File: src/sv/bkec_pkg.sv
// Shared types and constants for the K(3,5) edge check block.
// Depends on nothing; imported by the controller, the datapath and the top level.
package bkec_pkg;

    // Width of each configuration register and of the register index.
    localparam int CFG_W     = 7;
    localparam int CFG_IDX_W = 2;
    // Width of the row and column fields of an input item.
    localparam int FIELD_W   = 6;

    // Configuration register indexes.
    typedef enum logic [CFG_IDX_W-1:0] {
        CFG_ROWS_IN_USE      = 2'd0,
        CFG_COLS_IN_USE      = 2'd1,
        CFG_COMMON_THRESHOLD = 2'd2
    } cfg_idx_t;

    // Input item kinds.
    typedef enum logic {
        KIND_WRITE = 1'b0,
        KIND_QUERY = 1'b1
    } kind_t;

    // Source of the adjacency memory read address.
    typedef enum logic [1:0] {
        ADJ_SEL_ROW  = 2'd0,
        ADJ_SEL_SCAN = 2'd1,
        ADJ_SEL_CAND = 2'd2
    } adj_sel_t;

    typedef enum logic [3:0] {
        S_IDLE    = 4'd0,
        S_DONE    = 4'd1,
        S_WR_RD   = 4'd2,
        S_WR_WB   = 4'd3,
        S_RU_RD   = 4'd4,
        S_RU_WAIT = 4'd5,
        S_SC_RD   = 4'd6,
        S_SC_EVAL = 4'd7,
        S_SC_END  = 4'd8,
        S_IC_RD   = 4'd9,
        S_IR_RD   = 4'd10,
        S_IP      = 4'd11,
        S_JC_RD   = 4'd12,
        S_JR_RD   = 4'd13,
        S_JG      = 4'd14,
        S_JS      = 4'd15
    } state_t;

    // Commands from the controller to the datapath.
    typedef struct packed {
        logic     latch;
        adj_sel_t adj_sel;
        logic     adj_we;
        logic     load_ru;
        logic     scan_clear;
        logic     scan_eval;
        logic     load_pi;
        logic     load_gc;
        logic     ii_inc;
        logic     jj_inc;
        logic     cand_sel_j;
        logic     res_load;
        logic     res_val;
    } cmd_t;

    // Status from the datapath to the controller.
    typedef struct packed {
        logic kind_in;
        logic oob_in;
        logic rows_zero;
        logic scan_last;
        logic nc_lt2;
        logic hit;
        logic j_more;
        logic i_more;
    } stat_t;

endpackage

File: src/sv/bkec_ctrl.sv
// Controller state machine for the K(3,5) edge check block.
// Depends on bkec_pkg; drives the datapath through cmd_t and reads stat_t.
module bkec_ctrl import bkec_pkg::*; (
    input  logic  clk,
    input  logic  rst_n,
    input  logic  start,
    input  stat_t stat,
    output cmd_t  cmd,
    output logic  busy,
    output logic  done
);

    state_t state_reg;
    state_t state_next;
    logic   accept;

    assign busy   = !(state_reg inside {S_IDLE, S_DONE});
    assign done   = (state_reg == S_DONE);
    assign accept = start && !busy;

    always_ff @(posedge clk or negedge rst_n)
    begin
        if (!rst_n)
        begin
            state_reg <= S_IDLE;
        end
        else
        begin
            state_reg <= state_next;
        end
    end

    // Next state
    always_comb
    begin
        state_next = state_reg;
        case (state_reg)
            S_IDLE, S_DONE:
            begin
                state_next = S_IDLE;
                if (accept)
                begin
                    if (stat.oob_in)
                    begin
                        state_next = stat.kind_in ? S_DONE : S_IDLE;
                    end
                    else
                    begin
                        state_next = stat.kind_in ? S_RU_RD : S_WR_RD;
                    end
                end
            end
            S_WR_RD:   state_next = S_WR_WB;
            S_WR_WB:   state_next = S_IDLE;
            S_RU_RD:   state_next = S_RU_WAIT;
            S_RU_WAIT: state_next = stat.rows_zero ? S_DONE : S_SC_RD;
            S_SC_RD:   state_next = S_SC_EVAL;
            S_SC_EVAL: state_next = stat.scan_last ? S_SC_END : S_SC_RD;
            S_SC_END:  state_next = stat.nc_lt2 ? S_DONE : S_IC_RD;
            S_IC_RD:   state_next = S_IR_RD;
            S_IR_RD:   state_next = S_IP;
            S_IP:      state_next = S_JC_RD;
            S_JC_RD:   state_next = S_JR_RD;
            S_JR_RD:   state_next = S_JG;
            S_JG:      state_next = S_JS;
            S_JS:
            begin
                if (stat.hit)
                begin
                    state_next = S_DONE;
                end
                else if (stat.j_more)
                begin
                    state_next = S_JC_RD;
                end
                else if (stat.i_more)
                begin
                    state_next = S_IC_RD;
                end
                else
                begin
                    state_next = S_DONE;
                end
            end
            default:   state_next = S_IDLE;
        endcase
    end

    // Outputs
    always_comb
    begin
        cmd = '0;
        cmd.adj_sel = ADJ_SEL_ROW;
        case (state_reg)
            S_IDLE, S_DONE:
            begin
                if (accept)
                begin
                    cmd.latch = 1'b1;
                    if (stat.kind_in && stat.oob_in)
                    begin
                        cmd.res_load = 1'b1;
                        cmd.res_val  = 1'b0;
                    end
                end
            end
            S_WR_WB:   cmd.adj_we = 1'b1;
            S_RU_WAIT:
            begin
                cmd.load_ru    = 1'b1;
                cmd.scan_clear = 1'b1;
                cmd.res_load   = stat.rows_zero;
            end
            S_SC_RD:   cmd.adj_sel = ADJ_SEL_SCAN;
            S_SC_EVAL: cmd.scan_eval = 1'b1;
            S_SC_END:  cmd.res_load = stat.nc_lt2;
            S_IR_RD:   cmd.adj_sel = ADJ_SEL_CAND;
            S_IP:      cmd.load_pi = 1'b1;
            S_JC_RD:   cmd.cand_sel_j = 1'b1;
            S_JR_RD:
            begin
                cmd.cand_sel_j = 1'b1;
                cmd.adj_sel    = ADJ_SEL_CAND;
            end
            S_JG:      cmd.load_gc = 1'b1;
            S_JS:
            begin
                if (stat.hit)
                begin
                    cmd.res_load = 1'b1;
                    cmd.res_val  = 1'b1;
                end
                else if (stat.j_more)
                begin
                    cmd.jj_inc = 1'b1;
                end
                else if (stat.i_more)
                begin
                    cmd.ii_inc = 1'b1;
                end
                else
                begin
                    cmd.res_load = 1'b1;
                end
            end
            default:   cmd.adj_sel = ADJ_SEL_ROW;
        endcase
    end

endmodule

File: config.mk
export PLATFORM = sky130hd
export DESIGN_NAME = bkec_ctrl
export DESIGN_NICKNAME = d
export VERILOG_FILES = /design/src/sv/bkec_pkg.sv /design/src/sv/bkec_ctrl.sv
export SDC_FILE = /design/constraint.sdc
export NUM_CORES = 1
export LEC_CHECK = 0
export ABC_AREA = 1
export BUFFER_PORTS_ARGS = -buffer_cell sky130_fd_sc_hd__buf_4
export CORE_AREA = 2 2 39 41
export DETAILED_ROUTE_END_ITERATION = 8
export DIE_AREA = 0 0 41 43
export HOLD_SLACK_MARGIN = 0.15
export PLACE_DENSITY = 0.72
export SYNTH_ARGS = -nofsm -noshare
export SYNTH_HDL_FRONTEND = slang
export SYNTH_SLANG_ARGS = --single-unit
export TNS_END_PERCENT = 100
File: constraint.sdc
create_clock -name clk -period 2.6 [get_ports clk]
set_input_delay 0 -clock clk [delete_from_list [all_inputs] [get_ports clk]]
set_output_delay 0 -clock clk [all_outputs]
set_load 0.1 [all_outputs]
==> results of run 1 <==
## placed cells by master (no fill, tap or decap)
master	count
nor2_4	4
nor3_2	1
nor3_1	1
nor2_1	10
nand3_1	8
nand3_2	2
inv_2	7
nor2_2	3
nand2_2	1
nand3b_1	2
o21ai_0	1
nand2_4	1
inv_1	8
dlygate4sd3_1	8
dfrtp_1	4
clkbuf_4	3
nand2_1	25
buf_4	26
## path summary, 6_finish.rpt
kind / slack [ps] / endpoint / cells after the start / from
max: 430 / state_reg[2] / 7 / state_reg[3]
min: 170 / state_reg[1] / 4 / stat[5]
max reg2reg: 430 / state_reg[2] / 7 / state_reg[3]
min reg2reg: 700 / state_reg[0] / 3 / state_reg[0]
max in group asynchronous: 1750 / state_reg[0] / 3 / rst_n
min in group asynchronous: 660 / state_reg[1] / 3 / rst_n
## synth_stat cells
cell type | number | area, µm²
o21ai_0 | 1 | 5.00
inv_2 | 7 | 26.3
dfrtp_1 | 4 | 100
nor2_2 | 4 | 25.0
nor3_1 | 2 | 10.0
nand2_2 | 1 | 6.26
nand2_4 | 1 | 11.3
nor2_4 | 3 | 33.8
nand2_1 | 25 | 93.8
nand3b_1 | 2 | 15.0
nand3_2 | 2 | 20.0
nand3_1 | 8 | 40.0
buf_4 | 1 | 7.51
nor2_1 | 10 | 37.5
inv_1 | 8 | 30.0
## routing by layer
| metal | vias up | wire length, µm | GRT usage, % |
|---|---|---|---|
| met5 | - | 0 | 0 |
| met4 | 0 | 16 | 6.00 |
| met3 | 2 | 89 | 6.28 |
| met2 | 26 | 587 | 26.9 |
| met1 | 261 | 590 | 21.8 |
| li1 | 313 | - | - |
## timing repair
action	in CTS	in global routing
resized for setup	0	0
hold buffers	8	0
buffers inserted	0	0
hold endpoints to repair	8	0
## cells by family after synthesis
kind of cell    after synthesis
compound gates                1
buf+inv                      16
simple gates                 58
flops                         4
## worst reg2reg max path, cell delays in order (launching register included)
cell and delay [ps]:
dfrtp_1 450, inv_2 110, nand3_2 130, nor2_4 140, nand3b_1 80, dlygate4sd3_1 570
nand3_2 70, dlygate4sd3_1 550
## metrics by stage
stage | hold WS [ps] | cell area, µm² | worst slack [ps] | setup TNS [ps] | cells
after floorplan | -296 | 472 | -163 | -163 | 79
after global placement | -204 | 679 | 1340 | 0 | 120
after detailed placement | -203 | 679 | 1310 | 0 | 120
after CTS | 152 | 782 | 464 | 0 | 131
after global routing | 177 | 782 | 355 | 0 | 131
final | 170 | 782 | 435 | 0 | 131
## where the power goes
| part | internal [mW] | total, mW | leakage [nW] | switching (mW) |
|---|---|---|---|---|
| logic | 0.196 | 0.819 | 0.393 | 0.623 |
| clock network | 0.0519 | 0.0816 | 0.0138 | 0.0297 |
| registers | 0.0915 | 0.146 | 0.0518 | 0.0543 |
## final cells by class
class                           count  share of cell area [%]
Tap cell                           16                    2.56
Multi-Input combinational cell     59                    39.4
Timing Repair Buffer               34                    35.2
Sequential cell                     4                    12.8
Clock buffer                        3                    2.88
Inverter                           15                    7.20
==> flow_metrics.py, run 1 <==
metrics = {
    "run_status": {
        "status": "complete, no violations",
    },
    "global_route": {
        "antenna_found_initial": 0,
        "grt_pass1_vias": 526,
        "grt_usage_pct": 17.5,
        "grt_max_degree": 7,
        "grt_pass1_wl_mm": 2.10,
        "grt-ovfl-total": 0,
    },
    "routing": {
        "routed_via_density": 4.60,
        "wl_per_cell_um": 9.79,
        "wirelength_mm": 1.28,
        "vias": 602,
        "drt.antenna.violating_nets": 0,
        "drc": 0,
        "drtIter0Drc": 10,
        "first_pass_iters": 4,
    },
    "synth": {
        "yosysWarnings": 0,
        "synthMuxAreaShare_pct": 0,
        "synthAdderAreaFrac_pct": 0,
        "synth_compound_area_share_pct": 1.08,
        "synth_top_family_by_area": "simple AND/OR/NAND/NOR gates",
        "yosysSeqAreaShare_pct": 21.7,
        "yosys.area_share.simple_pct": 63.4,
        "synth_cell_types": 15,
        "synthesis.area_um2": 462,
        "syn_avg_cell_area_um2": 5.84,
        "ys_ff_latch": 4,
        "synthCells": 79,
        "synth_xor_area_share_pct": 0,
        "synthesis.nets": 90,
    },
    "finish": {
        "fin_util_pct": 56.5,
        "drive_above_1_share_pct": 41.7,
        "regArea_um2": 100,
        "fillCellCount": 152,
        "largest_reg_flops": 4,
        "antenna_cells": 0,
        "fin_nets": 128,
        "area_growth_pct": 69.4,
        "multi_input_area_um2": 308,
    },
    "critical_path": {
        "worst-path-buf-inv": 3,
        "slowest_stage": "dlygate4sd3_1",
        "crit_path_max_fanout": 5,
        "critPathKind": "register to register",
        "crit_arrival_ps": 2330,
        "path_delay_family": "buffers and inverters",
        "cp-end-kind": "register",
        "crit_path_start_kind": "register",
        "cp.required_ps": 2770,
        "cpPeakStageDelay_ps": 570,
        "worstPathCellList": "inv_2, nand3_2, nor2_4, nand3b_1, dlygate4sd3_1, nand3_2, dlygate4sd3_1",
    },
    "placed_design": {
        "place.gp.congestion": 0.773,
        "port_buffers": 26,
        "hpwl_um": 991,
    },
    "clocking": {
        "clk_path_buf_depth": 2,
        "cts_root_buffer": "clkbuf_4",
        "clock-sinks": 4,
        "clock_latency_ps": 240,
        "tritoncts": "yes",
        "clk_pin_slew_ps": 50,
        "cts_max_level": 1,
        "cts_buffers": 3,
    },
    "flow_run": {
        "max_cap_violations": 0,
    },
    "sta": {
        "finalMaxSlewViolations": 0,
        "setup_viol": 0,
        "max_slew_margin_pct": 81.0,
        "worst_pin_slew_ps": 287,
        "finClkSkew_ps": 12.0,
        "hold_viol": 0,
        "rsz0062_at_grt": "no",
        "finalCritPeriodShare_pct": 83.3,
        "clock.fmax_mhz": 462,
        "period_minus_slack_ps": 2170,
    },
    "floorplanning": {
        "die_h_um": 43,
        "ioPinCount": 27,
        "die_width_um": 41,
        "die_area_um2": 1760,
        "row_count": 14,
        "core_um2": 1380,
        "initial_core_util_pct": 33.4,
    },
    "pwr": {
        "p_total_mw": 1.05,
        "peakVddDrop_uv": 605,
        "p_leak_nw": 0.459,
        "pwr_density_cell_nw_per_um2": 1340,
    },
    "min_path": {
        "hold_class": "primary input to register",
    },
}
No activity file was read; power rests on OpenSTA's default activity.
==> run 2: changes to the inputs <==
clock period = 2 ns   (was 2.6 ns; I/O delays follow)
==> run 2 against run 1 <==
Compared with the run above: critical path depth fell by 1; maximum frequency rose by 35%; final cell count fell by 0.76%; non-clock buffer count fell by 1; cell area did not move; die area did not move; critical path type unchanged; largest power group unchanged.
==> flow_metrics.py, run 2 (same netlist as run 1, synthesis figures left out) <==
metrics = {
    "finish": {
        "fin_nets": 127,
        "layout_common_cells": "26 x buf_4, 25 x nand2_1, 9 x nor2_1",
        "final_common_cell": "buf_4",
        "fin_area_um2": 782,
        "largest_reg_flops": 4,
        "antenna_cells": 0,
        "final_cells": 130,
        "area_growth_pct": 69.4,
        "drive_above_1_share_pct": 43.0,
    },
    "min_path": {
        "hold_class": "primary input to register",
        "whs_path_depth": 4,
        "worst_hold_startpoint": "stat[5]",
    },
    "clocking": {
        "clock_latency_ps": 230,
        "cts_root_buffer": "clkbuf_4",
        "cts_buffers": 3,
        "clock-sinks": 4,
        "post-cts-setup-buffers": 0,
        "cts_max_level": 1,
        "tritoncts": "yes",
        "clk_pin_slew_ps": 40,
        "clk_path_buf_depth": 2,
    },
    "critical_path": {
        "worstPathCellList": "inv_2, nand3_4, nor2_4, nand3_1, dlygate4sd3_1, nand2_1",
        "slowest_stage": "dlygate4sd3_1",
        "cpPeakStageDelay_ps": 560,
        "crit_arrival_ps": 1770,
        "rr_worst_depth": 6,
        "cp-end-kind": "register",
        "critPathLaunch": "state_reg[3]",
        "critPathKind": "register to register",
        "reg2reg_from": "state_reg[3]",
        "r2r_slack_ps": 400,
        "crit_path_start_kind": "register",
        "crit_path_max_fanout": 5,
        "cp.required_ps": 2170,
    },
    "global_route": {
        "grt_pass1_vias": 530,
        "grt-ovfl-total": 0,
        "grt_usage_pct": 17.1,
        "grt_max_degree": 7,
        "grt_pass1_wl_mm": 2.10,
        "antenna_found_initial": 0,
    },
    "sta": {
        "period_minus_slack_ps": 1600,
        "fin_tns_setup_ps": 0,
        "clock.fmax_mhz": 625,
        "finalCritPeriodShare_pct": 80.0,
        "finClkSkew_ps": 5.80,
        "max_slew_margin_pct": 81.5,
        "hold_viol": 0,
        "worst_pin_slew_ps": 280,
        "setup_viol": 0,
        "finalMaxSlewViolations": 0,
        "rsz0062_at_grt": "no",
    },
    "routing": {
        "drt.antenna.violating_nets": 0,
        "vias": 592,
        "routed_via_density": 4.55,
        "first_pass_iters": 5,
        "wirelength_mm": 1.25,
        "drc": 0,
        "drtIter0Drc": 9,
        "wl_per_cell_um": 9.59,
    },
    "placed_design": {
        "hpwl_mm": 1.03,
        "place_inst": 120,
        "port_buffers": 26,
        "placed_cell_area_um2": 689,
        "place.gp.congestion": 0.785,
    },
    "pwr": {
        "p_sw_share_pct": 67.8,
        "pwr_density_cell_nw_per_um2": 1720,
        "power_frac_comb_pct": 78.6,
        "switching_power_mw": 0.910,
        "p_int_mw": 0.432,
        "power_frac_seq_pct": 14.1,
        "p_leak_nw": 0.454,
        "p_clk_share_pct": 7.3,
        "peakVddDrop_uv": 800,
    },
    "floorplanning": {
        "die_area_um2": 1760,
        "core_um2": 1380,
        "die_width_um": 41,
        "ioPinCount": 27,
        "die_h_um": 43,
        "row_count": 14,
        "initial_core_util_pct": 33.4,
    },
    "run_status": {
        "status": "complete, no violations",
    },
    "flow_run": {
        "max_cap_violations": 0,
    },
}
-- run 2: cell types whose count changed in the layout (fill, tap and decap cells not counted), sizes merged --
cell | before | now
dlygate4sd3 | 8 | 7
-- run 2: final cells by class --
cell class | count | area [µm²]
Timing Repair Buffer | 33 | 265
Fill cell | 142 | 602
Multi-Input combinational cell | 59 | 318
Clock buffer | 3 | 22.5
Tap cell | 16 | 20.0
Sequential cell | 4 | 100
Inverter | 15 | 56.3
-- run 2: per-layer routing --
metal | part of all wire, % | global-route usage [%] | up-vias
met2 | 49 | 25.6 | 26
met3 | 7.3 | 3.14 | 0
met5 | 0 | 0 | -
met4 | 0 | 4.00 | 0
li1 | - | - | 309
met1 | 44 | 24.5 | 257
-- run 2: path summary, 6_finish.rpt --
| kind | end |
|---|---|
| setup / recovery | state_reg[0] |
| hold / removal | state_reg[1] |
| setup reg to reg | state_reg[0] |
| hold reg to reg | state_reg[0] |
| max in group asynchronous | state_reg[1] |
| min in group asynchronous | state_reg[3] |
-- run 2: power by group through the flow --
stage / Clock [mW] / Sequential [mW] / Combinational, mW
after floorplan: 0 / 0.179 / 0.853
after global placement: 0 / 0.189 / 1.03
after detailed placement: 0 / 0.191 / 1.03
after CTS: 0.102 / 0.189 / 1.06
after global routing: 0.108 / 0.195 / 1.13
final: 0.0980 / 0.190 / 1.05
-- run 2: what timing repair did --
action | 4_1_cts | 5_1_grt
hold endpoints to repair | 8 | 0
gates resized for setup | 0 | 0
setup endpoints to repair | 0 | 0
hold buffers | 7 | 0
-- run 2: critical path, delay by kind of cell, from the launching register on --
family                 cells  cell delay [ps]
buffers and inverters      2              680
DFF                        1              450
and+or+nand+nor            4              400
-- run 2: stage by stage --
| step | hold slack (ps) | utilization (%) | worst slack, ps | total power, mW |
|---|---|---|---|---|
| 2_1_floorplan | -296 | - | -576 | 1.03 |
| 3_3_place_gp | -204 | 49.8 | 736 | 1.21 |
| 3_5_place_dp | -202 | 49.8 | 718 | 1.22 |
| 4_1_cts | 153 | 56.5 | 390 | 1.35 |
| 5_1_grt | 188 | 56.5 | 295 | 1.43 |
| 6_report | 167 | 56.5 | 401 | 1.34 |
